$ cat src/rtl/twc_pkg.sv
// Package with types, codes and sizes of the threshold wait counter.
package twc_pkg;

    localparam int WAIT_SLOTS   = 32;
    localparam int SLOT_W       = (WAIT_SLOTS > 1) ? $clog2(WAIT_SLOTS) : 1;
    localparam int REQ_W        = 3;
    localparam int VAL_W        = 64;
    localparam int TAG_W        = 8;
    localparam int KIND_W       = 2;
    localparam int SLOT_FIELD_W = 5;
    localparam int QUEUE_DEPTH  = 2;
    localparam int QPTR_W       = (QUEUE_DEPTH > 1) ? $clog2(QUEUE_DEPTH) : 1;
    localparam int CMD_W        = 2;

    localparam logic [REQ_W-1:0] REQ_SET   = 3'd0;
    localparam logic [REQ_W-1:0] REQ_RAISE = 3'd1;
    localparam logic [REQ_W-1:0] REQ_INC   = 3'd2;
    localparam logic [REQ_W-1:0] REQ_WAIT  = 3'd3;
    localparam logic [REQ_W-1:0] REQ_READ  = 3'd4;

    localparam logic [KIND_W-1:0] KIND_ACK        = 2'd0;
    localparam logic [KIND_W-1:0] KIND_WOKEN      = 2'd1;
    localparam logic [KIND_W-1:0] KIND_REGISTERED = 2'd2;
    localparam logic [KIND_W-1:0] KIND_REJECTED   = 2'd3;

    localparam logic [CMD_W-1:0] CMD_ACK  = 2'd0;
    localparam logic [CMD_W-1:0] CMD_WAKE = 2'd1;
    localparam logic [CMD_W-1:0] CMD_MET  = 2'd2;
    localparam logic [CMD_W-1:0] CMD_WAIT = 2'd3;

    typedef struct packed {
        logic [CMD_W-1:0] op;
        logic [VAL_W-1:0] count;
        logic [VAL_W-1:0] threshold;
        logic [TAG_W-1:0] tag;
    } t_cmd;

    function automatic logic [SLOT_FIELD_W-1:0] slot_field(input logic [SLOT_W-1:0] idx);
        logic [63:0] wide;
        wide = 64'(idx);
        return wide[SLOT_FIELD_W-1:0];
    endfunction

endpackage

$ cat src/rtl/threshold_wait_counter.sv
// Top level of the threshold wait counter: front end, command queue and back end.
//
//  channel   handshake                 payload
//  request   i_start / o_busy          i_req_type, i_operand_value, i_requester_tag
//  result    o_result_valid (strobe)   o_result_kind, o_slot_index, o_woken_tag,
//                                      o_counter_value, o_last
//
// A read, a wait or a raise without change gives its one result through the front
// stage, the queue and the result register; the front end and the queue take a new
// request every cycle while the back end keeps up. A counter change runs a wake scan
// that visits each occupied slot of the threshold memory in turn, in a read state and
// a compare state, then gives a final acknowledge. Reset is synchronous and clears the
// counter and all slot occupancy bits at once. The receiver cannot stall; o_busy rises
// only when the front stage holds a request and the queue is full.
module threshold_wait_counter (
    input  logic                             i_clk,
    input  logic                             i_rst_n,
    input  logic                             i_start,
    output logic                             o_busy,
    input  logic [twc_pkg::REQ_W-1:0]        i_req_type,
    input  logic [twc_pkg::VAL_W-1:0]        i_operand_value,
    input  logic [twc_pkg::TAG_W-1:0]        i_requester_tag,
    output logic                             o_result_valid,
    output logic [twc_pkg::KIND_W-1:0]       o_result_kind,
    output logic [twc_pkg::SLOT_FIELD_W-1:0] o_slot_index,
    output logic [twc_pkg::TAG_W-1:0]        o_woken_tag,
    output logic [twc_pkg::VAL_W-1:0]        o_counter_value,
    output logic                             o_last
);
    import twc_pkg::*;

    logic push;
    logic full;
    logic pop;
    logic empty;
    t_cmd push_cmd;
    t_cmd head_cmd;

    twc_front u_front (
        .i_clk           (i_clk),
        .i_rst_n         (i_rst_n),
        .i_start         (i_start),
        .o_busy          (o_busy),
        .i_req_type      (i_req_type),
        .i_operand_value (i_operand_value),
        .i_requester_tag (i_requester_tag),
        .o_push          (push),
        .o_push_cmd      (push_cmd),
        .i_full          (full)
    );

    twc_queue u_queue (
        .i_clk      (i_clk),
        .i_rst_n    (i_rst_n),
        .i_push     (push),
        .i_push_cmd (push_cmd),
        .o_full     (full),
        .i_pop      (pop),
        .o_empty    (empty),
        .o_head_cmd (head_cmd)
    );

    twc_back u_back (
        .i_clk           (i_clk),
        .i_rst_n         (i_rst_n),
        .i_empty         (empty),
        .i_head_cmd      (head_cmd),
        .o_pop           (pop),
        .o_result_valid  (o_result_valid),
        .o_result_kind   (o_result_kind),
        .o_slot_index    (o_slot_index),
        .o_woken_tag     (o_woken_tag),
        .o_counter_value (o_counter_value),
        .o_last          (o_last)
    );

endmodule

$ cat src/rtl/twc_front.sv
// Front end: takes requests, owns the counter and classifies each request into a command.
module twc_front (
    input  logic                      i_clk,
    input  logic                      i_rst_n,
    input  logic                      i_start,
    output logic                      o_busy,
    input  logic [twc_pkg::REQ_W-1:0] i_req_type,
    input  logic [twc_pkg::VAL_W-1:0] i_operand_value,
    input  logic [twc_pkg::TAG_W-1:0] i_requester_tag,
    output logic                      o_push,
    output twc_pkg::t_cmd             o_push_cmd,
    input  logic                      i_full
);
    import twc_pkg::*;

    logic             r_fv;
    logic             n_fv;
    logic [REQ_W-1:0] r_req;
    logic [VAL_W-1:0] r_operand;
    logic [TAG_W-1:0] r_tag;
    logic [VAL_W-1:0] r_counter;
    logic [VAL_W-1:0] n_counter;
    logic             accept;
    t_cmd             cmd;

    assign o_busy = r_fv & i_full;
    assign accept = i_start & ~o_busy;
    assign o_push = r_fv & ~i_full;
    assign o_push_cmd = cmd;

    always_comb begin
        n_counter     = r_counter;
        cmd.op        = CMD_ACK;
        cmd.threshold = r_operand;
        cmd.tag       = r_tag;
        case (r_req)
            REQ_SET: begin
                n_counter = r_operand;
                cmd.op    = CMD_WAKE;
            end
            REQ_RAISE: begin
                if (r_counter < r_operand) begin
                    n_counter = r_operand;
                    cmd.op    = CMD_WAKE;
                end
            end
            REQ_INC: begin
                n_counter = r_counter + 64'd1;
                cmd.op    = CMD_WAKE;
            end
            REQ_WAIT: begin
                cmd.op = (r_counter >= r_operand) ? CMD_MET : CMD_WAIT;
            end
            REQ_READ: begin
                cmd.op = CMD_ACK;
            end
            default: begin
                cmd.op = CMD_ACK;
            end
        endcase
        cmd.count = n_counter;
    end

    always_comb begin
        n_fv = r_fv;
        if (accept) begin
            n_fv = 1'b1;
        end else if (o_push) begin
            n_fv = 1'b0;
        end
    end

    always_ff @(posedge i_clk) begin
        if (!i_rst_n) begin
            r_fv      <= 1'b0;
            r_counter <= '0;
        end else begin
            r_fv <= n_fv;
            if (o_push) begin
                r_counter <= n_counter;
            end
        end
    end

    always_ff @(posedge i_clk) begin
        if (accept) begin
            r_req     <= i_req_type;
            r_operand <= i_operand_value;
            r_tag     <= i_requester_tag;
        end
    end

endmodule

$ cat src/rtl/twc_queue.sv
// Short command queue between the front end and the back end.
module twc_queue (
    input  logic          i_clk,
    input  logic          i_rst_n,
    input  logic          i_push,
    input  twc_pkg::t_cmd i_push_cmd,
    output logic          o_full,
    input  logic          i_pop,
    output logic          o_empty,
    output twc_pkg::t_cmd o_head_cmd
);
    import twc_pkg::*;

    localparam logic [QPTR_W-1:0] LAST_PTR = QPTR_W'(QUEUE_DEPTH - 1);
    localparam logic [QPTR_W:0]   FULL_CNT = (QPTR_W + 1)'(QUEUE_DEPTH);

    t_cmd              r_entries [QUEUE_DEPTH];
    logic [QPTR_W-1:0] r_head;
    logic [QPTR_W-1:0] r_tail;
    logic [QPTR_W:0]   r_count;
    logic [QPTR_W:0]   n_count;

    assign o_full     = (r_count == FULL_CNT);
    assign o_empty    = (r_count == '0);
    assign o_head_cmd = r_entries[r_head];

    always_comb begin
        n_count = r_count;
        if (i_push && !i_pop) begin
            n_count = r_count + 1'b1;
        end else if (!i_push && i_pop) begin
            n_count = r_count - 1'b1;
        end
    end

    always_ff @(posedge i_clk) begin
        if (!i_rst_n) begin
            r_head  <= '0;
            r_tail  <= '0;
            r_count <= '0;
        end else begin
            r_count <= n_count;
            if (i_push) begin
                r_tail <= (r_tail == LAST_PTR) ? '0 : r_tail + 1'b1;
            end
            if (i_pop) begin
                r_head <= (r_head == LAST_PTR) ? '0 : r_head + 1'b1;
            end
        end
    end

    always_ff @(posedge i_clk) begin
        if (i_push) begin
            r_entries[r_tail] <= i_push_cmd;
        end
    end

endmodule

$ cat src/rtl/twc_back.sv
// Back end: keeps the waiter table, registers waits, scans for wakes and drives results.
module twc_back (
    input  logic                             i_clk,
    input  logic                             i_rst_n,
    input  logic                             i_empty,
    input  twc_pkg::t_cmd                    i_head_cmd,
    output logic                             o_pop,
    output logic                             o_result_valid,
    output logic [twc_pkg::KIND_W-1:0]       o_result_kind,
    output logic [twc_pkg::SLOT_FIELD_W-1:0] o_slot_index,
    output logic [twc_pkg::TAG_W-1:0]        o_woken_tag,
    output logic [twc_pkg::VAL_W-1:0]        o_counter_value,
    output logic                             o_last
);
    import twc_pkg::*;

    localparam logic [1:0] ST_IDLE = 2'd0;
    localparam logic [1:0] ST_SCAN = 2'd1;
    localparam logic [1:0] ST_CMP  = 2'd2;

    logic [VAL_W-1:0]        r_thr_mem [WAIT_SLOTS];
    logic [TAG_W-1:0]        r_tag_mem [WAIT_SLOTS];

    logic [1:0]              r_state;
    logic [1:0]              n_state;
    logic [WAIT_SLOTS-1:0]   r_occ;
    logic [WAIT_SLOTS-1:0]   n_occ;
    logic [WAIT_SLOTS-1:0]   r_pend;
    logic [WAIT_SLOTS-1:0]   n_pend;
    logic [VAL_W-1:0]        r_cnt;
    logic [VAL_W-1:0]        n_cnt;
    logic [SLOT_W-1:0]       r_idx;
    logic [SLOT_W-1:0]       n_idx;
    logic [VAL_W-1:0]        r_rd_thr;
    logic [TAG_W-1:0]        r_rd_tag;

    logic                    free_found;
    logic [SLOT_W-1:0]       free_idx;
    logic                    pend_found;
    logic [SLOT_W-1:0]       pend_idx;
    logic                    mem_we;
    logic                    rd_en;

    logic                    emit;
    logic [KIND_W-1:0]       e_kind;
    logic [SLOT_FIELD_W-1:0] e_slot;
    logic [TAG_W-1:0]        e_tag;
    logic [VAL_W-1:0]        e_count;
    logic                    e_last;

    logic                    r_out_valid;
    logic [KIND_W-1:0]       r_out_kind;
    logic [SLOT_FIELD_W-1:0] r_out_slot;
    logic [TAG_W-1:0]        r_out_tag;
    logic [VAL_W-1:0]        r_out_count;
    logic                    r_out_last;

    assign o_pop           = (r_state == ST_IDLE) && !i_empty;
    assign o_result_valid  = r_out_valid;
    assign o_result_kind   = r_out_kind;
    assign o_slot_index    = r_out_slot;
    assign o_woken_tag     = r_out_tag;
    assign o_counter_value = r_out_count;
    assign o_last          = r_out_last;

    always_comb begin
        free_found = 1'b0;
        free_idx   = '0;
        pend_found = 1'b0;
        pend_idx   = '0;
        for (int i = WAIT_SLOTS - 1; i >= 0; i--) begin
            if (!r_occ[i]) begin
                free_found = 1'b1;
                free_idx   = SLOT_W'(i);
            end
            if (r_pend[i]) begin
                pend_found = 1'b1;
                pend_idx   = SLOT_W'(i);
            end
        end
    end

    always_comb begin
        n_state = r_state;
        n_occ   = r_occ;
        n_pend  = r_pend;
        n_cnt   = r_cnt;
        n_idx   = r_idx;
        mem_we  = 1'b0;
        rd_en   = 1'b0;
        emit    = 1'b0;
        e_kind  = KIND_ACK;
        e_slot  = '0;
        e_tag   = '0;
        e_count = r_cnt;
        e_last  = 1'b1;
        case (r_state)
            ST_IDLE: begin
                if (o_pop) begin
                    e_count = i_head_cmd.count;
                    case (i_head_cmd.op)
                        CMD_MET: begin
                            emit   = 1'b1;
                            e_kind = KIND_WOKEN;
                            e_tag  = i_head_cmd.tag;
                        end
                        CMD_WAIT: begin
                            emit  = 1'b1;
                            e_tag = i_head_cmd.tag;
                            if (free_found) begin
                                mem_we          = 1'b1;
                                n_occ[free_idx] = 1'b1;
                                e_kind          = KIND_REGISTERED;
                                e_slot          = slot_field(free_idx);
                            end else begin
                                e_kind = KIND_REJECTED;
                            end
                        end
                        CMD_WAKE: begin
                            n_pend  = r_occ;
                            n_cnt   = i_head_cmd.count;
                            n_state = ST_SCAN;
                        end
                        default: begin
                            emit = 1'b1;
                        end
                    endcase
                end
            end
            ST_SCAN: begin
                if (pend_found) begin
                    rd_en            = 1'b1;
                    n_idx            = pend_idx;
                    n_pend[pend_idx] = 1'b0;
                    n_state          = ST_CMP;
                end else begin
                    emit    = 1'b1;
                    n_state = ST_IDLE;
                end
            end
            ST_CMP: begin
                if (r_rd_thr <= r_cnt) begin
                    emit         = 1'b1;
                    e_kind       = KIND_WOKEN;
                    e_slot       = slot_field(r_idx);
                    e_tag        = r_rd_tag;
                    e_last       = 1'b0;
                    n_occ[r_idx] = 1'b0;
                end
                n_state = ST_SCAN;
            end
            default: begin
                n_state = ST_IDLE;
            end
        endcase
    end

    always_ff @(posedge i_clk) begin
        if (!i_rst_n) begin
            r_state     <= ST_IDLE;
            r_occ       <= '0;
            r_pend      <= '0;
            r_out_valid <= 1'b0;
        end else begin
            r_state     <= n_state;
            r_occ       <= n_occ;
            r_pend      <= n_pend;
            r_out_valid <= emit;
        end
    end

    always_ff @(posedge i_clk) begin
        r_cnt       <= n_cnt;
        r_idx       <= n_idx;
        r_out_kind  <= e_kind;
        r_out_slot  <= e_slot;
        r_out_tag   <= e_tag;
        r_out_count <= e_count;
        r_out_last  <= e_last;
    end

    always_ff @(posedge i_clk) begin
        if (mem_we) begin
            r_thr_mem[free_idx] <= i_head_cmd.threshold;
            r_tag_mem[free_idx] <= i_head_cmd.tag;
        end
        if (rd_en) begin
            r_rd_thr <= r_thr_mem[pend_idx];
            r_rd_tag <= r_tag_mem[pend_idx];
        end
    end

endmodule

$ cat config.mk
export PLATFORM = sky130hd
export DESIGN_NAME = threshold_wait_counter
export DESIGN_NICKNAME = d
export VERILOG_FILES = /design/src/rtl/twc_pkg.sv /design/src/rtl/threshold_wait_counter.sv /design/src/rtl/twc_front.sv /design/src/rtl/twc_queue.sv /design/src/rtl/twc_back.sv
export SDC_FILE = /design/constraint.sdc
export NUM_CORES = 2
export LEC_CHECK = 0
export BUFFER_PORTS_ARGS = -buffer_cell sky130_fd_sc_hd__buf_2
export CAP_MARGIN = 20
export CORE_ASPECT_RATIO = 1.25
export CORE_UTILIZATION = 55
export DETAILED_ROUTE_END_ITERATION = 7
export HOLD_SLACK_MARGIN = 0.05
export PLACE_DENSITY = 0.69
export SLEW_MARGIN = 20
export SYNTH_ARGS = -nofsm -noshare
export SYNTH_HDL_FRONTEND = slang
export SYNTH_SLANG_ARGS = --single-unit
$ cat constraint.sdc
create_clock -name i_clk -period 13.8 [get_ports i_clk]
set_clock_uncertainty 0.1 [all_clocks]
set_input_delay 1.38 -clock i_clk [delete_from_list [all_inputs] [get_ports i_clk]]
set_output_delay 1.38 -clock i_clk [all_outputs]
set_load 0.01 [all_outputs]
==> run metrics <==
outcome=completed; Detailed Place HPWL=236,000 µm; Initial Util=55.3%; final setup violation count=0; total track usage=36.0%; CP cell instances=nor4_1, o21ai_0, a32oi_4, buf_4, buf_12, buf_4, buf_4, buf_4, nand3_1, a32o_1, a311oi_1, nand4_1; Die H=527 µm; clk buf depth=4; Leak=47.2 nW; Compound-Gate Fraction of Synth Area=7.82%; CP startpoint kind=flop; mux cell area share after synthesis=3.28%; share of cells above drive strength 1=11.9%; largest net degree at the start of global routing=123; TritonCTS clock tree=done; largest family of logic cells by synthesized area=simple AND/OR/NAND/NOR gates; slowest library cell on the worst path=buf_4; r2r worst-path depth=12; Clock Sinks=3,013; Crit. End Element=flop; final worst setup slack=7.70 ns; setup TNS=0 ns; Worst Path Required=14.27 ns; GP Congestion=0.982; most frequent cell on the critical path=buf_4; clock root cell=clkbuf_16; drt drc=0; Critical R2R Capture=u_back.r_rd_thr[34]; register bit total from synthesis=3,013; DRT Pass-1 Iters=6; simple-gate share of the synthesized area=12.0%; commonest cells in the netlist=2,796 x edfxtp_1, 2,200 x nand2_1, 608 x nand3_1, 444 x a21oi_1, 332 x clkbuf_1; max-slew violation count=0; Final min period=6.10 ns; core area=0.219 mm²; Post-Synth Adder-Cell Area=1.34%; buffers and inverters on the worst path=5; post-synth cell types=89; antenna violations before repair=23; Inserted Clock Buffers=290; Largest delay share family, worst path=buffers and inverters; min-delay worst type=reg2reg; Worst Path Arrival=6.57 ns; clk_lat worst skew=0.87 ns; initial DRC count=11,887; vias in the first global route=78,110; Worst Max-Slew Pin Slew=1.24 ns; Peak Freq=164 MHz; FF-to-FF Start=u_back.r_pend[10]; Mapped Cells=9,121; top-area cell type share of the netlist area=69.3%; Final nets=9,442; XOR/XNOR Fraction of Synth Area=0.217%; sequential area share after synthesis=72.9%; H-tree levels=5; wirelength, routed=408,000 µm; setup repair after global routing missed its margin=false; Most used DFF post-synth=edfxtp_1; Slew HR=16.4%; Ys Warns=0; Synth area leader=edfxtp_1; Post-Syn Nets=9,329; fillers=16,193; reg2reg setup slack=7.70 ns; count leader, synth=edfxtp_1; mapped cell area=0.121 mm²; fraction of registers with async set or reset after synthesis=0%; syn avg cell area=13.3 µm²; Hold Fails Final Rpt=0; clk slew on worst S/H paths=0.06 ns; Util after Layout=61.5%; PD cells=157 mW/mm²; Tcrit/Tclk final=44.2%; IR Drop Worst-Case VDD=0.154 mV; crit-path max cell delay=0.77 ns; EDFF count, synth=2,796; DIE WIDTH=422 µm; die area=0.222 mm²; area grow syn2layout=11.2%; std cell rows=192; max_cap viols=0; Reg area=0.0883 mm²; Antenna Nets Post-Route=0; # port buffers=159; dpl ws=8.04 ns; Hold Path Depth=0; Worst Hold End=u_queue.r_entries[0][3]; Vias=81,999; Post-CTS Setup Inserts=0; hold path start=u_front.r_tag[3]; critical path type=reg2reg; first-pass GRT wire length=570,000 µm; PostCTS Resize Cnt=0; Avg WL per Cell=32.9 µm; Critical Path Fanout Max=77; top post-synthesis cells by area=edfxtp_1 69%, nand2_1 6.8%, dfxtp_1 3.6%, nand3_1 2.5%, mux2_2 2.4%; final global-route overflow total=0; Multi-input gate area=0.0304 mm²; vias per cell=6.62; CTS hold repair buffers=0; num ports=160
layout by cell type, fill, tap and decap left out, types with 154 or more instances in the layout:
cell       count
dfxtp_1      216
nand3_1      608
a21oi_1      442
buf_4        183
buf_2        159
edfxtp_1    2796
nand2_1     2193
mux2_2       257
a31oi_1      273
inv_1        172
clkbuf_16    303
o21ai_0      255
nor2_1       154
cell families (layout without fill, tap and decap cells):
kind of cell / count (synthesis) / after routing
and+or+nand+nor: 3389 / 3389
DFF: 3013 / 3013
AOI/OAI and AO/OA: 1483 / 1483
buffers and inverters: 711 / 1044
muxes: 365 / 365
adders and majority gates: 130 / 130
xor gates and xnor gates: 30 / 30
other: 0 / 18
flip-flops by register name (all words and copies together), names as in the netlist, 32 cells and up, named ones only:
register / flops
u_back.r_rd_thr: 64
u_front.r_counter: 64
u_back.r_cnt: 64
u_front.r_operand: 64
u_back.r_thr_mem: 2048
u_back.r_occ: 32
u_back.r_tag_mem: 256
u_queue.r_entries: 276
u_back.o_counter_value: 64
u_back.r_pend: 32
worst reg2reg max path: cells and delay by family, from the launching register on:
kind            cells  cell delay [ns]
buf+inv             5             3.12
compound gates      4             1.29
simple gates        3             0.91
flops               1             0.36
power breakdown:
group | internal (mW) | switching (mW)
Combinational | 0.532 | 1.62
Clock | 4.39 | 3.44
Sequential | 10.9 | 0.178
how the worst max path moves through the flow:
stage	cells past startpoint	to	start	slack, ns
4_1_cts	12	u_back.r_rd_thr[34]	u_back.r_pend[10]	7.95
3_3_place_gp	12	u_back.r_rd_thr[34]	u_back.r_pend[10]	8.03
6_report	12	u_back.r_rd_thr[34]	u_back.r_pend[10]	7.70
5_1_grt	12	u_back.r_rd_thr[34]	u_back.r_pend[10]	7.62
3_5_place_dp	12	u_back.r_rd_thr[34]	u_back.r_pend[10]	8.04
2_1_floorplan	5	u_queue.r_entries[0][0]	u_queue.r_count[0]	6.24
stage by stage:
| stage | cells | area, µm² | power, mW | hold slack [ns] |
|---|---|---|---|---|
| CTS | 12362 | 135000 | 21.1 | 0.346 |
| floorplan | 9121 | 121000 | 12.4 | 0.321 |
| detailed placement | 11850 | 125000 | 13.4 | 0.332 |
| global route | 12367 | 135000 | 21.6 | 0.354 |
| global placement | 11848 | 125000 | 13.3 | 0.323 |
| finish | 12382 | 135000 | 21.1 | 0.344 |
layer usage:
| metal | up-vias | share of wire, % | global-route usage [%] |
|---|---|---|---|
| li1 | 34221 | - | - |
| met1 | 40832 | 35 | 46.3 |
| met2 | 5765 | 46 | 57.2 |
| met3 | 1161 | 12 | 7.99 |
| met4 | 20 | 6.3 | 19.7 |
| met5 | - | 0.035 | 0 |
layout make-up:
type,count,share of cell area (%)
tap,2910,2.70
clock buffer,371,5.87
inverter,176,0.502
sequential,3013,65.6
multi-input combinational,5397,22.5
clock inverter,141,0.922
antenna,18,0.0335
timing repair buffer,356,1.84
No activity file was read; power rests on OpenSTA's default activity.
